**config.mk**
```make
export PLATFORM = sky130hd
export DESIGN_NAME = palette_grid_encoder
export DESIGN_NICKNAME = d
export VERILOG_FILES = /design/src/hdl/pge_pkg.sv /design/src/hdl/palette_grid_encoder.sv /design/src/hdl/pge_pal_mem.sv
export SDC_FILE = /design/constraint.sdc
export NUM_CORES = 2
export LEC_CHECK = 0
export BUFFER_PORTS_ARGS = -buffer_cell sky130_fd_sc_hd__buf_2
export CAP_MARGIN = 20
export CORE_ASPECT_RATIO = 1.1
export CORE_UTILIZATION = 30
export CTS_CLUSTER_DIAMETER = 200
export DETAILED_ROUTE_END_ITERATION = 6
export GPL_TIMING_DRIVEN = 0
export PLACE_DENSITY_LB_ADDON = 0.3
export SYNTH_ARGS = -nofsm -noshare
export SYNTH_HDL_FRONTEND = slang
export SYNTH_HIERARCHICAL = 1
export SYNTH_SLANG_ARGS = --single-unit
```
**constraint.sdc**
```tcl
create_clock -name i_clk -period 6.44 [get_ports i_clk]
set_input_delay 0.966 -clock i_clk [delete_from_list [all_inputs] [get_ports i_clk]]
set_output_delay 0.966 -clock i_clk [all_outputs]
set_load 0.005 [all_outputs]
```
**src/hdl/pge_pkg.sv**
```systemverilog
// Shared types and constants of the palette grid encoder.
package pge_pkg;

    localparam int GRID_POS = 64;
    localparam int POS_W    = 6;

    localparam logic [1:0] KIND_HDR   = 2'd0;
    localparam logic [1:0] KIND_PAL   = 2'd1;
    localparam logic [1:0] KIND_PLANE = 2'd2;
    localparam logic [1:0] KIND_RAW   = 2'd3;

    localparam logic [2:0] FMT_UNIFORM = 3'd0;
    localparam logic [2:0] FMT_RAW     = 3'd5;

    localparam logic [15:0] PAD_VALUE = 16'hFFFF;

    typedef struct packed {
        logic [15:0] block_value;
        logic [15:0] submerged_value;
    } t_in_item;

    typedef struct packed {
        logic [1:0]  word_kind;
        logic [2:0]  format_code;
        logic [63:0] data_word;
        logic        last_word;
    } t_out_item;

    typedef enum logic [3:0] {
        S_IDLE,
        S_LOOK,
        S_CMP,
        S_PRE,
        S_HDR,
        S_PAL_RD,
        S_PAL_OUT,
        S_PLANE,
        S_RAW_IDX,
        S_RAW_PAL,
        S_RAW_ACC
    } t_state;

endpackage

```
**src/hdl/palette_grid_encoder.sv**
```systemverilog
// Palette grid encoder top level: palette build, index store and output sequencer.
//
//  channel | direction | handshake        | payload
//  --------+-----------+------------------+----------------------------------
//  item    | in        | start & !busy    | i_item  (pge_pkg::t_in_item)
//  result  | out       | o_strobe, 1 cyc  | o_result (pge_pkg::t_out_item)
//
// A lookup reads palette entries in turn (S_LOOK), comparing each (S_CMP) up to a match
// or a new value. An item is accepted in S_IDLE, then takes the block lookup, and a second
// lookup when the submerged value is non-zero. The 64th item adds a set-up state (S_PRE)
// and a burst: the header, then for a palette its words and the planes, one plane per
// cycle, or raw words built from an index read and a palette read per value.
// Reset is synchronous and clears the sequencer, palette count and position counter;
// the receiver takes every result beat as it appears.
module palette_grid_encoder #(
    parameter int PALETTE_SLOTS  = 128,
    parameter int MAX_INDEX_BITS = 4
) (
    input  logic               i_clk,
    input  logic               i_rst_n,
    input  logic               start,
    input  pge_pkg::t_in_item  i_item,
    output logic               busy,
    output logic               o_strobe,
    output pge_pkg::t_out_item o_result
);

    localparam int CNT_W    = $clog2(PALETTE_SLOTS + 1);
    localparam int ADDR_W   = $clog2(PALETTE_SLOTS);
    localparam int BITS_W   = $clog2(MAX_INDEX_BITS + 1);
    localparam int SLOT_W   = MAX_INDEX_BITS + 1;
    localparam int PAL_MAX  = 1 << MAX_INDEX_BITS;

    pge_pkg::t_state r_state, n_state;
    logic [CNT_W-1:0]          r_cnt, n_cnt;
    logic [pge_pkg::POS_W-1:0] r_pos, n_pos;
    logic [CNT_W-1:0]          r_scan, n_scan;
    logic                      r_phase, n_phase;
    logic [15:0]               r_bv, n_bv;
    logic [15:0]               r_sv, n_sv;
    logic [63:0]               r_plane [MAX_INDEX_BITS];
    logic [63:0]               n_plane [MAX_INDEX_BITS];
    logic [BITS_W-1:0]         r_bits, n_bits;
    logic [BITS_W-1:0]         r_b, n_b;
    logic [SLOT_W-1:0]         r_slot, n_slot;
    logic [1:0]                r_j, n_j;
    logic [3:0]                r_w, n_w;
    logic [47:0]               r_word, n_word;
    logic                      r_strobe, n_strobe;
    pge_pkg::t_out_item        r_res, n_res;

    logic [ADDR_W-1:0] r_idx_mem [pge_pkg::GRID_POS];
    logic [ADDR_W-1:0] r_idx_rd;
    logic              idx_we;
    logic [pge_pkg::POS_W-1:0] idx_raddr;

    logic              pal_we;
    logic [ADDR_W-1:0] pal_waddr, pal_raddr;
    logic [15:0]       pal_wdata, pal_rd;

    logic [15:0]       cur_v;
    logic [ADDR_W-1:0] hit_idx;
    logic              resolve;
    logic [BITS_W-1:0] bits_need;
    logic [SLOT_W-1:0] slot_last;
    logic [63:0]       plane_sel;

    pge_pal_mem #(
        .DEPTH (PALETTE_SLOTS),
        .ADDR_W(ADDR_W)
    ) u_pal (
        .i_clk  (i_clk),
        .i_we   (pal_we),
        .i_waddr(pal_waddr),
        .i_wdata(pal_wdata),
        .i_raddr(pal_raddr),
        .o_rdata(pal_rd)
    );

    always_ff @(posedge i_clk) begin
        if (idx_we) begin
            r_idx_mem[r_pos] <= hit_idx;
        end
        r_idx_rd <= r_idx_mem[idx_raddr];
    end

    assign cur_v = r_phase ? r_sv : r_bv;

    always_comb begin
        bits_need = BITS_W'(1);
        for (int k = 2; k <= MAX_INDEX_BITS; k++) begin
            if (r_cnt > CNT_W'(1 << (k - 1))) begin
                bits_need = BITS_W'(k);
            end
        end
    end

    assign slot_last = (SLOT_W'(1) << r_bits) - SLOT_W'(1);

    always_comb begin
        plane_sel = r_plane[0];
        for (int k = 0; k < MAX_INDEX_BITS; k++) begin
            if (r_b == BITS_W'(k)) begin
                plane_sel = r_plane[k];
            end
        end
    end

    always_comb begin
        n_state  = r_state;
        n_cnt    = r_cnt;
        n_pos    = r_pos;
        n_scan   = r_scan;
        n_phase  = r_phase;
        n_bv     = r_bv;
        n_sv     = r_sv;
        n_plane  = r_plane;
        n_bits   = r_bits;
        n_b      = r_b;
        n_slot   = r_slot;
        n_j      = r_j;
        n_w      = r_w;
        n_word   = r_word;
        n_strobe = 1'b0;
        n_res    = '0;
        pal_we    = 1'b0;
        pal_waddr = r_cnt[ADDR_W-1:0];
        pal_wdata = cur_v;
        pal_raddr = r_scan[ADDR_W-1:0];
        idx_we    = 1'b0;
        idx_raddr = {r_w, r_j};
        hit_idx   = r_scan[ADDR_W-1:0];
        resolve   = 1'b0;

        unique case (r_state)
            pge_pkg::S_IDLE: begin
                if (start) begin
                    n_bv    = i_item.block_value;
                    n_sv    = i_item.submerged_value;
                    n_phase = 1'b0;
                    n_scan  = '0;
                    n_state = pge_pkg::S_LOOK;
                end
            end
            pge_pkg::S_LOOK: begin
                if (r_scan >= r_cnt) begin
                    resolve = 1'b1;
                    if (r_cnt < CNT_W'(PALETTE_SLOTS)) begin
                        pal_we  = 1'b1;
                        hit_idx = r_cnt[ADDR_W-1:0];
                        n_cnt   = r_cnt + CNT_W'(1);
                    end else begin
                        hit_idx = ADDR_W'(PALETTE_SLOTS - 1);
                    end
                end else begin
                    n_state = pge_pkg::S_CMP;
                end
            end
            pge_pkg::S_CMP: begin
                if (pal_rd == cur_v) begin
                    resolve = 1'b1;
                end else begin
                    n_scan  = r_scan + CNT_W'(1);
                    n_state = pge_pkg::S_LOOK;
                end
            end
            pge_pkg::S_PRE: begin
                pal_raddr = '0;
                n_state   = pge_pkg::S_HDR;
            end
            pge_pkg::S_HDR: begin
                n_strobe = 1'b1;
                n_res.word_kind = pge_pkg::KIND_HDR;
                if (r_cnt <= CNT_W'(1)) begin
                    n_res.format_code = pge_pkg::FMT_UNIFORM;
                    n_res.data_word   = {48'd0, pal_rd};
                    n_res.last_word   = 1'b1;
                    n_cnt   = '0;
                    n_state = pge_pkg::S_IDLE;
                end else if (r_cnt <= CNT_W'(PAL_MAX)) begin
                    n_res.format_code = 3'(bits_need);
                    n_bits  = bits_need;
                    n_slot  = '0;
                    n_state = pge_pkg::S_PAL_RD;
                end else begin
                    n_res.format_code = pge_pkg::FMT_RAW;
                    n_w     = '0;
                    n_j     = '0;
                    n_state = pge_pkg::S_RAW_IDX;
                end
            end
            pge_pkg::S_PAL_RD: begin
                pal_raddr = ADDR_W'(r_slot);
                n_state   = pge_pkg::S_PAL_OUT;
            end
            pge_pkg::S_PAL_OUT: begin
                n_strobe = 1'b1;
                n_res.word_kind = pge_pkg::KIND_PAL;
                n_res.data_word = {48'd0,
                    (CNT_W'(r_slot) < r_cnt) ? pal_rd : pge_pkg::PAD_VALUE};
                if (r_slot == slot_last) begin
                    n_b     = '0;
                    n_state = pge_pkg::S_PLANE;
                end else begin
                    n_slot  = r_slot + SLOT_W'(1);
                    n_state = pge_pkg::S_PAL_RD;
                end
            end
            pge_pkg::S_PLANE: begin
                n_strobe = 1'b1;
                n_res.word_kind = pge_pkg::KIND_PLANE;
                n_res.data_word = plane_sel;
                if (r_b == r_bits - BITS_W'(1)) begin
                    n_res.last_word = 1'b1;
                    n_cnt   = '0;
                    n_state = pge_pkg::S_IDLE;
                end else begin
                    n_b = r_b + BITS_W'(1);
                end
            end
            pge_pkg::S_RAW_IDX: begin
                n_state = pge_pkg::S_RAW_PAL;
            end
            pge_pkg::S_RAW_PAL: begin
                pal_raddr = r_idx_rd;
                n_state   = pge_pkg::S_RAW_ACC;
            end
            pge_pkg::S_RAW_ACC: begin
                if (r_j == 2'd3) begin
                    n_strobe = 1'b1;
                    n_res.word_kind = pge_pkg::KIND_RAW;
                    n_res.data_word = {pal_rd, r_word};
                    if (r_w == 4'd15) begin
                        n_res.last_word = 1'b1;
                        n_cnt   = '0;
                        n_state = pge_pkg::S_IDLE;
                    end else begin
                        n_w     = r_w + 4'd1;
                        n_j     = '0;
                        n_state = pge_pkg::S_RAW_IDX;
                    end
                end else begin
                    n_word[16*r_j +: 16] = pal_rd;
                    n_j     = r_j + 2'd1;
                    n_state = pge_pkg::S_RAW_IDX;
                end
            end
            default: begin
                n_state = pge_pkg::S_IDLE;
            end
        endcase

        if (resolve) begin
            if (!r_phase) begin
                idx_we = 1'b1;
                for (int k = 0; k < MAX_INDEX_BITS; k++) begin
                    n_plane[k][~r_pos] = hit_idx[k];
                end
            end
            if (!r_phase && r_sv != 16'd0) begin
                n_phase = 1'b1;
                n_scan  = '0;
                n_state = pge_pkg::S_LOOK;
            end else if (r_pos == pge_pkg::POS_W'(pge_pkg::GRID_POS - 1)) begin
                n_pos   = '0;
                n_state = pge_pkg::S_PRE;
            end else begin
                n_pos   = r_pos + pge_pkg::POS_W'(1);
                n_state = pge_pkg::S_IDLE;
            end
        end
    end

    always_ff @(posedge i_clk) begin
        if (!i_rst_n) begin
            r_state  <= pge_pkg::S_IDLE;
            r_cnt    <= '0;
            r_pos    <= '0;
            r_strobe <= 1'b0;
        end else begin
            r_state  <= n_state;
            r_cnt    <= n_cnt;
            r_pos    <= n_pos;
            r_strobe <= n_strobe;
        end
    end

    always_ff @(posedge i_clk) begin
        r_scan  <= n_scan;
        r_phase <= n_phase;
        r_bv    <= n_bv;
        r_sv    <= n_sv;
        r_plane <= n_plane;
        r_bits  <= n_bits;
        r_b     <= n_b;
        r_slot  <= n_slot;
        r_j     <= n_j;
        r_w     <= n_w;
        r_word  <= n_word;
        r_res   <= n_res;
    end

    assign busy     = (r_state != pge_pkg::S_IDLE);
    assign o_strobe = r_strobe;
    assign o_result = r_res;

endmodule

```
**src/hdl/pge_pal_mem.sv**
```systemverilog
// Palette value store: one write port, one registered read port.
module pge_pal_mem #(
    parameter int DEPTH  = 128,
    parameter int ADDR_W = 7
) (
    input  logic              i_clk,
    input  logic              i_we,
    input  logic [ADDR_W-1:0] i_waddr,
    input  logic [15:0]       i_wdata,
    input  logic [ADDR_W-1:0] i_raddr,
    output logic [15:0]       o_rdata
);

    logic [15:0] r_mem [DEPTH];
    logic [15:0] r_rdata;

    always_ff @(posedge i_clk) begin
        if (i_we) begin
            r_mem[i_waddr] <= i_wdata;
        end
        r_rdata <= r_mem[i_raddr];
    end

    assign o_rdata = r_rdata;

endmodule

```
==> run summary <==
The met3 track demand over resource was 0.0321; the sum of buffers and inverters on the critical path was 6. The simple-gate share of the synthesized area is 0.0263. After synthesis, the cell types taking the most area are edfxtp_1 (73%), mux4_2 (17%), dfxtp_1 (2.3%), nor2_1 (1.0%), mux2i_1 (0.66%). The tools report the placed standard-cell area as 117000 µm². Leading register cell type out of synthesis: edfxtp_1. Of all cell types, the one taking the most synthesized area is edfxtp_1.

For the initial standard-cell utilization of the core, the log shows 0.302. The run gives 0.875 as the routability congestion estimate. The slew at the pin closest to its max-slew limit is 1140 ps. After clock tree synthesis, the flow added hold-fix buffers numbering 0. Startpoint kind of the worst setup timing path: a register. The remaining design rule violation count came out at 0.

The XOR/XNOR share of the synthesized area was 0.00302; the final setup violation count was 0. The tools report the met2 track demand over resource as 0.275. Counting stages on the worst path, the most repeated cell is clkbuf_1. In this run, distinct cell masters in the synthesized netlist total 75. The logs give 229 for the number of standard-cell rows in the floorplan and 53100 for the overall via count from detail_route. The worst hold path belongs to the class input port to register.

The die outline width was 570 µm; the number of resized instances in the post-cts repair step was 0. The run gives 10400 as the count of placed standard cells in the final layout, fillers left out. The total number of clock tree sinks was 2714. Summed over all layers, the global routing overflow is 0.

After layout, the minimum clock period comes to 6280 ps. For the remaining max-slew budget at the tightest pin, the log shows 0.239. The number of warning messages in the yosys log is 6, and the cell area after layout is 126000 µm².

The average wire per cell in the routed design is 28.6 µm. Once detail routing completed, the nets flagged for antenna violations numbered 0. The tools report the data arrival time of the critical path as 7040 ps.

TritonCTS built the clock tree. The logs give 4 for the maximum buffer depth of the clock tree and 0.165 for the overall routing resource usage. The via count of the first global-routing pass is 54000. Power spread over the standard cell area amounts to 352 nW/µm². The die is 627 µm tall.

Data on the critical path is required at its endpoint by 7200 ps. Among cell families on the critical path, the largest total delay comes from buffers and inverters. The fraction of synthesized area in multiplexers works out to 0.183.

Synthesis produced a netlist with a net count of 4971. The run gives 0.214 as the met1 capacity usage during global routing. For this run, the top clock speed supported by timing is 159 MHz.

The final worst-path cycle share came out at 0.976. For the total I/O pin count, the log shows 107. Entering global routing, the biggest net connects 122 pins. The max-slew violation total from the final report was 0. The layout-stage area growth over the synthesis result came out at 17.9%.

The critical path's largest stage delay is 790 ps, and the maximum clock skew at final layout is 67.3 ps. After technology mapping, the gate count stands at 4901. The share of final-layout standard cells stronger than drive strength 1 is 0.314, and the fraction of post-synthesis cell area in the top cell type by area is 0.730. The detailed router finished its first iteration with 5405 violations. The main combinational cell family by area after synthesis was multiplexers. Traced cell by cell, the critical path runs through clkbuf_1 > clkbuf_1 > o21ai_0 > o211ai_1 > a222oi_1 > inv_1 > clkbuf_1 > clkbuf_2 > clkbuf_1 > mux4_2 > mux4_2 > mux4_2 > mux2_2. The run gives 358000 µm² as the floorplan die area. For the H-tree depth, the log shows 5.

Counting tap cells, the placed design contains a total of 9915 instances. Yosys mapped a number of flops with a built-in enable equal to 2593. The tools report the endpoint class of the critical path as a register. Summed over all layers, the routed wires come to 299000 µm.

The tools report the number of filler cells placed in the layout as 32600. The number of register bits inferred by synthesis came out at 2714. The logs give 294 for the number of buffers created by CTS and 23 for the initial antenna violation count.

The commonest cells after synthesis are edfxtp_1 (2593), mux4_2 (819), nor2_1 (297). CTS placed an instance of clkbuf_16 at the clock tree root. VDD sags by at most 0.350 mV. The synthesized area per cell was 21.8 µm²; the later-pin clock latency in the skew report was 900 ps. After detailed routing, the number of vias per cell comes to 5.09. The tool flagged a number of max-cap violations equal to 0. The worst setup path is of the register to register kind. The share of flip-flops with an asynchronous set or reset is 0. The largest individual stage delay along the critical path comes from the cell clkbuf_1. The clock input transition at the sequential cells of the worst setup and hold paths is 60 ps, and the complex-gate fraction of the synthesized area is 0.0184.

The run gives 5 as the number of iterations in the first detailed-routing pass. The total power was 44.2 mW. In this run the cell area of the synthesized design comes to 107000 µm². edfxtp_1 is the most common cell in the netlist. The arithmetic-cell share of the synthesized area counting full adders, half adders and majority gates works out to 0.00411.

The sequential fraction of the synthesis area is 0.753, and the placeable core region is 354000 µm². The run gives 211000 µm as the placed wire-length estimate after detailed placement. Of all nets on the critical path, the largest fanout is 10. For the share of the core filled with cells in the final layout, the log shows 0.356. The run finished with clean final reports. The total of buffers placed on input and output ports works out to 106.

Number of nets in the layout: 5551. The global routing stage identified its most utilized layer as met2. Setup repair after global routing left no endpoint under its margin.

The first global-routing pass estimated 417000 µm of wire. For this design the static power due to leakage is 38.4 nW. The number of post-CTS setup repair buffers is 0. The tools report the final hold violation count as 0.
[final cells by class]
cell class | instances | area, µm² | share of cell area
timing repair buffer | 284 | 3510 | 0.0279
buffer | 276 | 1180 | 0.00941
inverter | 32 | 120 | 0.000955
clock buffer | 364 | 7810 | 0.0621
tap | 4735 | 5920 | 0.0471
antenna | 12 | 30.0 | 0.000239
multi-input combinational | 1879 | 25600 | 0.204
clock inverter | 148 | 1260 | 0.0100
sequential | 2714 | 80300 | 0.638
[layout by cell type, fill, tap and decap left out, types with 86 or more instances in the layout]
master	Yosys	layout
edfxtp_1	2593	2593
mux4_2	819	819
clkbuf_16	0	300
clkbuf_1	157	199
buf_2	73	180
nor2_1	297	177
buf_8	1	127
nor2_2	2	121
dfxtp_1	121	121
nand2_1	103	103
a21oi_1	87	86
[cells by family after synthesis]
group	Yosys count
simple gates	588
mux	922
flops	2714
fa+ha+maj	35
buf+inv	308
compound gates	299
xor+xnor	35
[stage by stage]
step / setup slack (ps) / hold slack, ps / setup TNS, ps
2_1_floorplan: 1470 / 418 / 0
3_3_place_gp: -2790 / 435 / -972390
3_5_place_dp: 140 / 429 / 0
4_1_cts: 134 / 182 / 0
5_1_grt: 51.9 / 211 / 0
6_report: 156 / 254 / 0
[path summary, 6_finish.rpt]
| check | start | endpoint | slack (ps) | depth (start not counted) |
|---|---|---|---|---|
| min | i_item[20] | r_bv[4] | 250 | 1 |
| min reg2reg | r_word[43] | o_result[44] | 440 | 2 |
| max | r_state[1] | u_pal/o_rdata[5] | 160 | 13 |
| max reg2reg | r_state[1] | u_pal/o_rdata[5] | 160 | 13 |
[flip-flops by register name, indices dropped and copies added, names as in the netlist]
name           count
o_result          70
o_strobe           1
r_b                3
r_bits             3
r_bv              16
r_cnt              8
r_idx_mem        196
r_idx_rd           7
r_j                2
r_phase            1
r_plane          252
r_pos              6
r_scan             8
r_slot             5
r_state            4
r_sv              16
r_w                4
r_word            48
u_pal/o_rdata     16
u_pal/r_mem     2048
[where the power goes]
part	internal, mW	switching, mW	leakage, nW
combinational	2.38	4.39	9.59
clock	9.13	6.88	4.43
sequential	21.0	0.427	24.4
[layer usage]
layer | wire [µm] | vias up
met5 | 71 | -
met4 | 10700 | 8
met3 | 21100 | 467
met2 | 146000 | 1970
met1 | 121000 | 28900
li1 | - | 21700
Power figures use the tool's default switching activity.
